==> src/rtl/core/smsdf_pkg.sv <==
// Shared types and constants for the SMS RP-DATA deframer.
// Holds the command word passed from the parser to the emitter and the field widths.
// No dependencies.
`default_nettype none

package smsdf_pkg;

   localparam int unsigned MAX_ADDR_LEN_DEF = 16;
   localparam int unsigned BYTE_W           = 8;
   localparam int unsigned LEN_W            = 10;
   localparam int unsigned CAP_W            = 10;
   localparam int unsigned QUEUE_DEPTH      = 4;

   localparam logic [CAP_W-1:0]  CAP_RESET    = 10'd1023;
   localparam logic [LEN_W-1:0]  POS_MAX      = 10'd1023;
   localparam logic [LEN_W-1:0]  MIN_MSG_LEN  = 10'd3;
   localparam logic [BYTE_W-1:0] TYPE_MASK    = 8'h07;
   localparam logic [BYTE_W-1:0] TYPE_RP_DATA = 8'h01;
   localparam logic [BYTE_W-1:0] UDL_TAG      = 8'h41;

   typedef enum logic [1:0] {
      CMD_BYTE     = 2'd0,  // one data word, last flag as given
      CMD_ERR      = 2'd1,  // one rejection word
      CMD_BURST    = 2'd2,  // address length, then the buffered address
      CMD_BYTE_ERR = 2'd3   // data word followed by a rejection word
   } cmd_kind_type;

   typedef struct packed {
      cmd_kind_type      kind;
      logic [BYTE_W-1:0] data;
      logic              last;
      logic [BYTE_W-1:0] msg_ref;
   } cmd_type;

   typedef struct packed {
      logic              en;
      logic [BYTE_W-1:0] idx;
      logic [BYTE_W-1:0] data;
   } addr_wr_type;

   typedef struct packed {
      logic q_full;
      logic q_empty;
      logic burst_busy;
   } drain_stat_type;

endpackage

`default_nettype wire

==> src/rtl/core/smsdf_queue.sv <==
// Command queue between the parser and the emitter.
// Small register FIFO of smsdf_pkg::cmd_type words; uses smsdf_pkg.
`default_nettype none

module smsdf_queue (
   input  wire logic              clock,
   input  wire logic              reset,
   input  wire logic              push,
   input  wire smsdf_pkg::cmd_type push_cmd,
   input  wire logic              pop,
   output smsdf_pkg::cmd_type     head,
   output logic                   full,
   output logic                   empty
);
   import smsdf_pkg::*;

   localparam int unsigned PTR_W = (QUEUE_DEPTH > 1) ? $clog2(QUEUE_DEPTH) : 1;
   localparam int unsigned CNT_W = $clog2(QUEUE_DEPTH + 1);

   cmd_type            entry_ff [QUEUE_DEPTH];
   logic [PTR_W-1:0]   wr_ptr_ff, wr_ptr_in;
   logic [PTR_W-1:0]   rd_ptr_ff, rd_ptr_in;
   logic [CNT_W-1:0]   count_ff, count_in;

   assign full  = (count_ff == CNT_W'(QUEUE_DEPTH));
   assign empty = (count_ff == '0);
   assign head  = entry_ff[rd_ptr_ff];

   always_comb begin
      wr_ptr_in = wr_ptr_ff;
      rd_ptr_in = rd_ptr_ff;
      count_in  = count_ff;
      if (push) begin
         wr_ptr_in = (wr_ptr_ff == PTR_W'(QUEUE_DEPTH - 1)) ? '0 : wr_ptr_ff + 1'b1;
      end
      if (pop) begin
         rd_ptr_in = (rd_ptr_ff == PTR_W'(QUEUE_DEPTH - 1)) ? '0 : rd_ptr_ff + 1'b1;
      end
      if (push && !pop) begin
         count_in = count_ff + 1'b1;
      end else if (pop && !push) begin
         count_in = count_ff - 1'b1;
      end
   end

   always_ff @(posedge clock) begin
      if (reset) begin
         wr_ptr_ff <= '0;
         rd_ptr_ff <= '0;
         count_ff  <= '0;
      end else begin
         wr_ptr_ff <= wr_ptr_in;
         rd_ptr_ff <= rd_ptr_in;
         count_ff  <= count_in;
      end
   end

   always_ff @(posedge clock) begin
      if (push) begin
         entry_ff[wr_ptr_ff] <= push_cmd;
      end
   end

endmodule

`default_nettype wire

==> src/rtl/core/smsdf_parse.sv <==
// Front end: accepts message words, walks the RP-DATA header and issues commands.
// Writes the originator address into the emitter's buffer; uses smsdf_pkg.
`default_nettype none

module smsdf_parse #(
   parameter int unsigned MAX_ADDR_LEN = smsdf_pkg::MAX_ADDR_LEN_DEF
) (
   input  wire logic                         clock,
   input  wire logic                         reset,
   input  wire logic                         req_valid,
   output logic                              req_stall,
   input  wire logic [smsdf_pkg::BYTE_W-1:0] req_data_byte,
   input  wire logic [smsdf_pkg::LEN_W-1:0]  req_msg_len,
   input  wire logic                         req_last_byte,
   input  wire logic [smsdf_pkg::CAP_W-1:0]  capacity,
   input  wire smsdf_pkg::drain_stat_type    drain,
   output logic                              cmd_push,
   output smsdf_pkg::cmd_type                cmd,
   output smsdf_pkg::addr_wr_type            addr_wr
);
   import smsdf_pkg::*;

   typedef enum logic [7:0] {
      PH_TYPE    = 8'b0000_0001,
      PH_REF     = 8'b0000_0010,
      PH_OA_LEN  = 8'b0000_0100,
      PH_OA_BODY = 8'b0000_1000,
      PH_DA_LEN  = 8'b0001_0000,
      PH_DA_SKIP = 8'b0010_0000,
      PH_UDL     = 8'b0100_0000,
      PH_PAYLOAD = 8'b1000_0000
   } phase_type;

   localparam logic [BYTE_W-1:0] MAX_LEN_B = BYTE_W'(MAX_ADDR_LEN);

   phase_type         phase_ff, phase_in;
   logic [LEN_W-1:0]  pos_ff, pos_in;
   logic [BYTE_W-1:0] skip_ff, skip_in;
   logic [BYTE_W-1:0] rem_ff, rem_in;
   logic [BYTE_W-1:0] addr_len_ff, addr_len_in;
   logic [BYTE_W-1:0] ref_ff, ref_in;
   logic              rej_ff, rej_in;

   logic              accept;
   logic              fail;
   logic              byte_pushed;
   logic              end_msg;
   logic [LEN_W:0]    len_x;
   logic [LEN_W:0]    pos_p1;
   logic [LEN_W:0]    field_end;
   logic [LEN_W:0]    out_total;
   logic [BYTE_W:0]   skip_p1;

   // Buffer writes must not overtake a burst of the previous message still being read.
   assign req_stall = drain.q_full ||
                      (phase_ff == PH_OA_BODY && !rej_ff &&
                       (!drain.q_empty || drain.burst_busy));
   assign accept    = req_valid && !req_stall;

   assign len_x     = {1'b0, req_msg_len};
   assign pos_p1    = {1'b0, pos_ff} + (LEN_W+1)'(1);
   assign field_end = pos_p1 + {3'b000, req_data_byte};
   assign out_total = (LEN_W+1)'(1) + {3'b000, addr_len_ff} + {3'b000, req_data_byte};
   assign skip_p1   = {1'b0, skip_ff} + (BYTE_W+1)'(1);

   assign addr_wr.en   = accept && !rej_ff && phase_ff == PH_OA_BODY;
   assign addr_wr.idx  = skip_ff;
   assign addr_wr.data = req_data_byte;

   always_comb begin
      phase_in    = phase_ff;
      pos_in      = pos_ff;
      skip_in     = skip_ff;
      rem_in      = rem_ff;
      addr_len_in = addr_len_ff;
      ref_in      = ref_ff;
      rej_in      = rej_ff;
      fail        = 1'b0;
      byte_pushed = 1'b0;
      end_msg     = 1'b0;
      cmd_push    = 1'b0;
      cmd.kind    = CMD_BYTE;
      cmd.data    = '0;
      cmd.last    = 1'b0;
      cmd.msg_ref = ref_ff;

      if (accept) begin
         pos_in = (pos_ff == POS_MAX) ? pos_ff : pos_ff + 1'b1;
         if (rej_ff) begin
            end_msg = req_last_byte;
         end else begin
            unique case (phase_ff)
               PH_TYPE: begin
                  ref_in = '0;
                  if (req_msg_len < MIN_MSG_LEN ||
                      (req_data_byte & TYPE_MASK) != TYPE_RP_DATA) begin
                     fail = 1'b1;
                  end else begin
                     phase_in = PH_REF;
                  end
               end
               PH_REF: begin
                  ref_in   = req_data_byte;
                  phase_in = PH_OA_LEN;
               end
               PH_OA_LEN: begin
                  if (req_data_byte > MAX_LEN_B || field_end >= len_x) begin
                     fail = 1'b1;
                  end else begin
                     addr_len_in = req_data_byte;
                     skip_in     = '0;
                     phase_in    = (req_data_byte != '0) ? PH_OA_BODY : PH_DA_LEN;
                  end
               end
               PH_OA_BODY: begin
                  skip_in = skip_p1[BYTE_W-1:0];
                  if (skip_p1 >= {1'b0, addr_len_ff}) begin
                     phase_in = PH_DA_LEN;
                  end
               end
               PH_DA_LEN: begin
                  if (field_end >= len_x) begin
                     fail = 1'b1;
                  end else if (req_data_byte != '0) begin
                     skip_in  = req_data_byte;
                     phase_in = PH_DA_SKIP;
                  end else begin
                     skip_in  = BYTE_W'(1);
                     phase_in = PH_UDL;
                  end
               end
               PH_DA_SKIP: begin
                  if (skip_ff <= BYTE_W'(1)) begin
                     skip_in  = BYTE_W'(1);
                     phase_in = PH_UDL;
                  end else begin
                     skip_in = skip_ff - 1'b1;
                  end
               end
               PH_UDL: begin
                  // optional tag ahead of the user-data length, taken only once
                  if (skip_ff == BYTE_W'(1) && req_data_byte == UDL_TAG && pos_p1 < len_x) begin
                     skip_in = '0;
                  end else if (req_last_byte || req_data_byte == '0 ||
                               field_end > len_x ||
                               out_total > {1'b0, capacity}) begin
                     fail = 1'b1;
                  end else begin
                     cmd_push    = 1'b1;
                     cmd.kind    = CMD_BURST;
                     cmd.data    = addr_len_ff;
                     rem_in      = req_data_byte;
                     phase_in    = PH_PAYLOAD;
                  end
               end
               PH_PAYLOAD: begin
                  if (rem_ff != '0) begin
                     rem_in      = rem_ff - 1'b1;
                     cmd_push    = 1'b1;
                     byte_pushed = 1'b1;
                     cmd.kind    = CMD_BYTE;
                     cmd.data    = req_data_byte;
                     cmd.last    = (rem_ff == BYTE_W'(1));
                  end
               end
               default: begin
                  phase_in = PH_TYPE;
               end
            endcase

            cmd.msg_ref = ref_in;
            if (fail) begin
               cmd_push = 1'b1;
               cmd.kind = CMD_ERR;
               cmd.data = '0;
               cmd.last = 1'b1;
               if (req_last_byte) begin
                  end_msg = 1'b1;
               end else begin
                  rej_in = 1'b1;
               end
            end else if (req_last_byte) begin
               // early end: payload not complete
               if (!(phase_in == PH_PAYLOAD && rem_in == '0)) begin
                  cmd_push = 1'b1;
                  cmd.last = 1'b0;
                  if (byte_pushed) begin
                     cmd.kind = CMD_BYTE_ERR;
                  end else begin
                     cmd.kind = CMD_ERR;
                     cmd.data = '0;
                  end
               end
               end_msg = 1'b1;
            end
         end

         if (end_msg) begin
            phase_in    = PH_TYPE;
            pos_in      = '0;
            skip_in     = '0;
            rem_in      = '0;
            addr_len_in = '0;
            rej_in      = 1'b0;
         end
      end
   end

   always_ff @(posedge clock) begin
      if (reset) begin
         phase_ff    <= PH_TYPE;
         pos_ff      <= '0;
         skip_ff     <= '0;
         rem_ff      <= '0;
         addr_len_ff <= '0;
         ref_ff      <= '0;
         rej_ff      <= 1'b0;
      end else begin
         phase_ff    <= phase_in;
         pos_ff      <= pos_in;
         skip_ff     <= skip_in;
         rem_ff      <= rem_in;
         addr_len_ff <= addr_len_in;
         ref_ff      <= ref_in;
         rej_ff      <= rej_in;
      end
   end

endmodule

`default_nettype wire

==> src/rtl/core/smsdf_emit.sv <==
// Back end: drains the command queue into the registered result channel.
// Owns the originator address buffer and replays it on a burst; uses smsdf_pkg.
`default_nettype none

module smsdf_emit #(
   parameter int unsigned MAX_ADDR_LEN = smsdf_pkg::MAX_ADDR_LEN_DEF
) (
   input  wire logic                          clock,
   input  wire logic                          reset,
   input  wire smsdf_pkg::addr_wr_type        addr_wr,
   input  wire smsdf_pkg::cmd_type            head,
   input  wire logic                          q_empty,
   output logic                               pop,
   output logic                               burst_busy,
   output logic                               rsp_valid,
   input  wire logic                          rsp_stall,
   output logic [smsdf_pkg::BYTE_W-1:0]       rsp_out_byte,
   output logic                               rsp_status,
   output logic                               rsp_is_last,
   output logic [smsdf_pkg::BYTE_W-1:0]       rsp_message_ref
);
   import smsdf_pkg::*;

   localparam int unsigned IDX_W = (MAX_ADDR_LEN > 1) ? $clog2(MAX_ADDR_LEN) : 1;

   typedef enum logic [2:0] {
      ST_IDLE  = 3'b001,
      ST_BURST = 3'b010,
      ST_ERR   = 3'b100
   } emit_state_type;

   logic [BYTE_W-1:0] addr_mem [MAX_ADDR_LEN];

   emit_state_type    state_ff, state_in;
   logic [BYTE_W-1:0] cnt_ff, cnt_in;
   logic [BYTE_W-1:0] len_ff, len_in;
   logic [BYTE_W-1:0] sref_ff, sref_in;
   logic              rsp_valid_ff, rsp_valid_in;
   logic [BYTE_W-1:0] rsp_byte_ff;
   logic              rsp_status_ff;
   logic              rsp_last_ff;
   logic [BYTE_W-1:0] rsp_ref_ff;

   logic              load;
   logic              out_load;
   logic              sel_mem;
   logic [IDX_W-1:0]  rd_idx;
   logic [BYTE_W-1:0] byte_in;
   logic              status_in;
   logic              last_in;
   logic [BYTE_W-1:0] ref_in;
   logic [BYTE_W:0]   cnt_p1;

   assign load       = !rsp_valid_ff || !rsp_stall;
   assign burst_busy = (state_ff == ST_BURST);
   assign cnt_p1     = {1'b0, cnt_ff} + (BYTE_W+1)'(1);
   assign rd_idx     = cnt_ff[IDX_W-1:0];

   always_comb begin
      state_in     = state_ff;
      cnt_in       = cnt_ff;
      len_in       = len_ff;
      sref_in      = sref_ff;
      pop          = 1'b0;
      out_load     = 1'b0;
      sel_mem      = 1'b0;
      byte_in      = '0;
      status_in    = 1'b0;
      last_in      = 1'b0;
      ref_in       = sref_ff;
      rsp_valid_in = rsp_valid_ff;

      if (load) begin
         rsp_valid_in = 1'b0;
         unique case (state_ff)
            ST_IDLE: begin
               if (!q_empty) begin
                  pop          = 1'b1;
                  out_load     = 1'b1;
                  rsp_valid_in = 1'b1;
                  ref_in       = head.msg_ref;
                  sref_in      = head.msg_ref;
                  case (head.kind)
                     CMD_BYTE: begin
                        byte_in = head.data;
                        last_in = head.last;
                     end
                     CMD_ERR: begin
                        status_in = 1'b1;
                        last_in   = 1'b1;
                     end
                     CMD_BURST: begin
                        byte_in = head.data;
                        if (head.data != '0) begin
                           cnt_in   = '0;
                           len_in   = head.data;
                           state_in = ST_BURST;
                        end
                     end
                     default: begin
                        byte_in  = head.data;
                        state_in = ST_ERR;
                     end
                  endcase
               end
            end
            ST_BURST: begin
               out_load     = 1'b1;
               rsp_valid_in = 1'b1;
               sel_mem      = 1'b1;
               cnt_in       = cnt_p1[BYTE_W-1:0];
               if (cnt_p1 == {1'b0, len_ff}) begin
                  state_in = ST_IDLE;
               end
            end
            ST_ERR: begin
               out_load     = 1'b1;
               rsp_valid_in = 1'b1;
               status_in    = 1'b1;
               last_in      = 1'b1;
               state_in     = ST_IDLE;
            end
            default: begin
               state_in = ST_IDLE;
            end
         endcase
      end
   end

   always_ff @(posedge clock) begin
      if (reset) begin
         state_ff     <= ST_IDLE;
         cnt_ff       <= '0;
         len_ff       <= '0;
         sref_ff      <= '0;
         rsp_valid_ff <= 1'b0;
      end else begin
         state_ff     <= state_in;
         cnt_ff       <= cnt_in;
         len_ff       <= len_in;
         sref_ff      <= sref_in;
         rsp_valid_ff <= rsp_valid_in;
      end
   end

   always_ff @(posedge clock) begin
      if (addr_wr.en) begin
         addr_mem[addr_wr.idx[IDX_W-1:0]] <= addr_wr.data;
      end
   end

   // result word register; the address buffer is read straight into it
   always_ff @(posedge clock) begin
      if (out_load) begin
         rsp_byte_ff   <= sel_mem ? addr_mem[rd_idx] : byte_in;
         rsp_status_ff <= status_in;
         rsp_last_ff   <= last_in;
         rsp_ref_ff    <= ref_in;
      end
   end

   assign rsp_valid       = rsp_valid_ff;
   assign rsp_out_byte    = rsp_byte_ff;
   assign rsp_status      = rsp_status_ff;
   assign rsp_is_last     = rsp_last_ff;
   assign rsp_message_ref = rsp_ref_ff;

endmodule

`default_nettype wire

==> src/rtl/core/sms_rp_data_deframer_unit.sv <==
// SMS RP-DATA deframer top level: parser, command queue, emitter, capacity register.
// A result word passes through the command queue and then the registered result channel.
// Throughput: one input byte per cycle unless stalled; an accepted user-data length
// byte makes 1 + address length output words, set by the single address buffer read port.
// Originator address bytes stall while an earlier address burst is still draining.
// Reset: synchronous, active high; clears all control state, capacity returns to 1023.
`default_nettype none

module sms_rp_data_deframer_unit #(
   parameter int unsigned MAX_ADDR_LEN = smsdf_pkg::MAX_ADDR_LEN_DEF
) (
   input  wire logic                         clock,
   input  wire logic                         reset,
   input  wire logic                         req_valid,
   output logic                              req_stall,
   input  wire logic [smsdf_pkg::BYTE_W-1:0] req_data_byte,
   input  wire logic [smsdf_pkg::LEN_W-1:0]  req_msg_len,
   input  wire logic                         req_last_byte,
   output logic                              rsp_valid,
   input  wire logic                         rsp_stall,
   output logic [smsdf_pkg::BYTE_W-1:0]      rsp_out_byte,
   output logic                              rsp_status,
   output logic                              rsp_is_last,
   output logic [smsdf_pkg::BYTE_W-1:0]      rsp_message_ref,
   input  wire logic                         csr_valid,
   output logic                              csr_ready,
   input  wire logic [smsdf_pkg::CAP_W-1:0]  csr_output_capacity
);
   import smsdf_pkg::*;

   logic [CAP_W-1:0] cap_ff, cap_in;
   logic             cmd_push;
   cmd_type          cmd;
   cmd_type          head;
   addr_wr_type      addr_wr;
   drain_stat_type   drain;
   logic             q_full;
   logic             q_empty;
   logic             pop;
   logic             burst_busy;

   assign csr_ready = 1'b1;
   assign cap_in    = (csr_valid && csr_ready) ? csr_output_capacity : cap_ff;

   always_ff @(posedge clock) begin
      if (reset) begin
         cap_ff <= CAP_RESET;
      end else begin
         cap_ff <= cap_in;
      end
   end

   assign drain.q_full     = q_full;
   assign drain.q_empty    = q_empty;
   assign drain.burst_busy = burst_busy;

   smsdf_parse #(
      .MAX_ADDR_LEN (MAX_ADDR_LEN)
   ) u_parse (
      .clock         (clock),
      .reset         (reset),
      .req_valid     (req_valid),
      .req_stall     (req_stall),
      .req_data_byte (req_data_byte),
      .req_msg_len   (req_msg_len),
      .req_last_byte (req_last_byte),
      .capacity      (cap_ff),
      .drain         (drain),
      .cmd_push      (cmd_push),
      .cmd           (cmd),
      .addr_wr       (addr_wr)
   );

   smsdf_queue u_queue (
      .clock    (clock),
      .reset    (reset),
      .push     (cmd_push),
      .push_cmd (cmd),
      .pop      (pop),
      .head     (head),
      .full     (q_full),
      .empty    (q_empty)
   );

   smsdf_emit #(
      .MAX_ADDR_LEN (MAX_ADDR_LEN)
   ) u_emit (
      .clock           (clock),
      .reset           (reset),
      .addr_wr         (addr_wr),
      .head            (head),
      .q_empty         (q_empty),
      .pop             (pop),
      .burst_busy      (burst_busy),
      .rsp_valid       (rsp_valid),
      .rsp_stall       (rsp_stall),
      .rsp_out_byte    (rsp_out_byte),
      .rsp_status      (rsp_status),
      .rsp_is_last     (rsp_is_last),
      .rsp_message_ref (rsp_message_ref)
   );

endmodule

`default_nettype wire

==> config.mk <==
export PLATFORM = sky130hd
export DESIGN_NAME = sms_rp_data_deframer_unit
export DESIGN_NICKNAME = d
export VERILOG_FILES = /design/src/rtl/core/smsdf_pkg.sv /design/src/rtl/core/smsdf_queue.sv /design/src/rtl/core/smsdf_parse.sv /design/src/rtl/core/smsdf_emit.sv /design/src/rtl/core/sms_rp_data_deframer_unit.sv
export SDC_FILE = /design/constraint.sdc
export NUM_CORES = 1
export LEC_CHECK = 0
export ABC_AREA = 1
export BUFFER_PORTS_ARGS = -buffer_cell sky130_fd_sc_hd__buf_4
export CAP_MARGIN = 40
export CORE_ASPECT_RATIO = 0.5
export CORE_MARGIN = 5
export CORE_UTILIZATION = 55
export DETAILED_ROUTE_END_ITERATION = 16
export GPL_TIMING_DRIVEN = 0
export PLACE_DENSITY = 0.77
export RECOVER_POWER = 100
export SLEW_MARGIN = 20
export SYNTH_ARGS = -nofsm -noshare
export SYNTH_HDL_FRONTEND = slang
export SYNTH_SLANG_ARGS = --single-unit
==> constraint.sdc <==
create_clock -name clock -period 6 [get_ports clock]
set_clock_uncertainty 0.15 [all_clocks]
set_input_delay 0.3 -clock clock [delete_from_list [all_inputs] [get_ports clock]]
set_output_delay 0.3 -clock clock [all_outputs]
set_load 0.005 [all_outputs]
==> impl_metrics.ini <==
[outcome]
outcome = complete, but fails checks
violations = capacitance limit, slew limit

[yosys]
synth_cell_types = 59
synth_edf_count = 222
ys.flop_type = edfxtp_1
synth-seq-cells = 324
async_flop_share_pct = 0
synth.most_common_cell = nand2_1
yosys-top-cells-area = edfxtp_1, dfxtp_1, nand2_1, ha_1, a21oi_1
syn_area_sq_um = 16300
synth_common_cells = nand2_1, edfxtp_1, inv_1
yosys_warnings = 0
synth.largest_area_cell = edfxtp_1
ys_seq_area_share_pct = 53.4
syn_avg_cell_area_sq_um = 9.38
synthCells = 1738
netlist.area_leader.share_pct = 40.9
syn_nets = 1847

[cells_and_area]
syn2layout_area_growth_pct = 13.4
drive_gt1_share_pct = 8.54
instances_no_fill = 2264
n_antenna_cell = 0
nets = 1959

[drt]
wl_mm = 40.9
firstDrtPassIters = 5
vias_per_cell = 5.72
antenna_left = 0
drt_iter0_drc = 1242
num_vias = 12960
drc = 0
wl_per_cell_microns = 18.1

[cts]
clk_latency_ns = 0.57
clock_sinks = 324
clkSlewWorstSetupHoldPaths_ns = 0.07
cts_buffers = 29
htree_levels = 1
cts-root-buf = clkbuf_16
clk_path_buf_depth = 3
cts_tree = built

[grt]
first_global_vias = 11975
grt_start_max_net_pins = 26
antenna_found_initial = 1
grtUsageTotal_pct = 23.7
grt_pass1_wl_mm = 63.7
grt-ovfl-total = 0

[pwr]
peakVddDrop_mv = 0.205
power.switching_uw = 1820
p_int_uw = 4070
p_sw_share_pct = 30.9
power_frac_comb_pct = 23.2
seq_power_share_pct = 46.2
p_leak_uw = 0.00720
power_frac_clock_pct = 30.6
power_uw = 5890
pwr_density_cell_nw_per_um2 = 318

[timing]
relSlewSlack_pct = -54.6
period_minus_slack_ns = 5.67
fin_crit_sh_pct = 94.6
setup_viol = 0
max_freq_mhz = 176
finalHoldViolCount = 0
maxSlewViolCount = 68
worst_pin_slew_ns = 2.31

[critical_path]
worst-endpoint-required_ns = 6.31
worst_path_max_delay_cell = clkbuf_1
cpPeakStageDelay_ns = 1.21
crit_top_cell = inv_1
reg2regPathDepth = 35
cp_max_fo = 24
critPathKind = primary input to flop
startpoint_type = primary input
crit_arrival_ns = 5.98
end_kind = flop

[hold_path]
hold_path.class = primary input to flop
holdPathStages = 2

[place]
place_congestion = 0.940
portBuffers = 50
dp.cells = 2182
hpwlAfterDp_mm = 28.3

[floorplan]
dieHeight_microns = 132
placementRows = 44
boundaryPins = 55
dieArea_sq_um = 33400
core_area_sq_um = 29100
die_x_microns = 253
initial_utilization_pct = 56.0

[flow_run]
cap_violations = 3
-- cells by family (layout without fill, tap and decap cells) --
group                    Yosys count  in the layout  synth area share (%)
AO/OA/AOI/OAI                    412            412                  14.4
XOR/XNOR                          42             42                  2.26
adder cells (fa/ha/maj)           75             75                  5.90
buffers and inverters            282            417                  6.60
flip-flops                       324            324                  53.4
multiplexers                      38             38                  2.39
other                              1              1                0.0230
AND/OR/NAND/NOR                  564            564                  15.0
-- layout make-up --
class	instances	area, sq um
Clock inverter	14	123
Clock buffer	40	777
Sequential cell	324	8720
Fill cell	2306	10600
Multi-Input combinational cell	1132	6630
Timing Repair Buffer	81	681
Tap cell	391	489
Buffer	60	240
Inverter	222	833
-- state kept, by name, indices dropped and copies added (netlist names), named ones only --
name	count
u_parse.pos_ff	10
u_queue.wr_ptr_ff	2
u_emit.rsp_is_last	1
u_emit.rsp_message_ref	8
cap_ff	10
u_emit.rsp_out_byte	8
u_emit.sref_ff	8
u_emit.len_ff	8
u_queue.count_ff	3
u_parse.addr_len_ff	8
u_emit.addr_mem	128
u_parse.skip_ff	8
u_emit.rsp_valid	1
u_parse.rej_ff	1
u_parse.phase_ff	8
u_parse.ref_ff	8
u_emit.cnt_ff	8
u_queue.entry_ff	76
u_parse.rem_ff	8
u_queue.rd_ptr_ff	2
u_emit.state_ff	3
u_emit.rsp_status	1
-- through the flow --
step	setup TNS, ns	cell area, sq um	setup WS, ns	hold slack [ns]	util (%)
2_1_floorplan	0	16300	0.659	0.249	-
3_3_place_gp	-46.64	17200	-0.704	0.304	58.9
3_5_place_dp	-0.430	17200	-0.220	0.307	59.2
4_1_cts	0	18400	0.0142	0.00107	63.1
5_1_grt	-0.0388	18500	-0.0303	0.0305	63.5
6_report	0	18500	0.327	0.0434	63.5
-- per-layer routing --
| layer | up-vias | part of all wire [%] | global-route usage [%] |
|---|---|---|---|
| li1 | 6204 | - | - |
| met1 | 6133 | 44 | 33.9 |
| met2 | 535 | 45 | 36.8 |
| met3 | 88 | 9.3 | 5.65 |
| met4 | 0 | 2.3 | 6.08 |
| met5 | - | 0 | 0 |
-- repair_timing --
item,4_1_cts,5_1_grt
hold buffers,23,0
pin swaps,1,5
buffers inserted,1,3
endpoints found under the setup margin,2,59
resized for setup,5,30
hold endpoints to repair,47,0
-- path summary, 6_finish.rpt --
path / start / to / slack [ns]
worst max-delay path: req_data_byte[4] / u_queue.count_ff[1] / 0.33
worst max register to register: u_parse.pos_ff[0] / u_queue.count_ff[1] / 0.34
worst min-delay path: csr_valid / cap_ff[2] / 0.04
worst min register to register: u_parse.rem_ff[3] / u_parse.rem_ff[3] / 0.32
-- power groups by stage --
stage / Clock, uW / Sequential, uW / Combinational [uW]
2_1_floorplan: 0 / 2760 / 835
3_3_place_gp: 0 / 2760 / 1290
3_5_place_dp: 0 / 2770 / 1340
4_1_cts: 1810 / 2720 / 1360
5_1_grt: 1910 / 2740 / 1490
6_report: 1800 / 2720 / 1370
-- critical path, delay by kind of cell --
kind | cells | cell delay, ns
AND/OR/NAND/NOR | 12 | 1.51
buffers and inverters | 7 | 1.79
adder cells (fa/ha/maj) | 4 | 1.31
AO/OA/AOI/OAI | 8 | 0.94
XOR/XNOR | 1 | 0.14
-- placed cells by master, fill, tap and decap left out, types with 58 or more instances in the layout --
cell      instances
dfxtp_1          96
nor2_1          147
nand2_1         277
o21ai_0         154
inv_1           213
ha_1             70
nand3_1          58
edfxtp_1        222
clkbuf_1         65
a21oi_1         158
No activity file was read; power rests on OpenSTA's default activity.
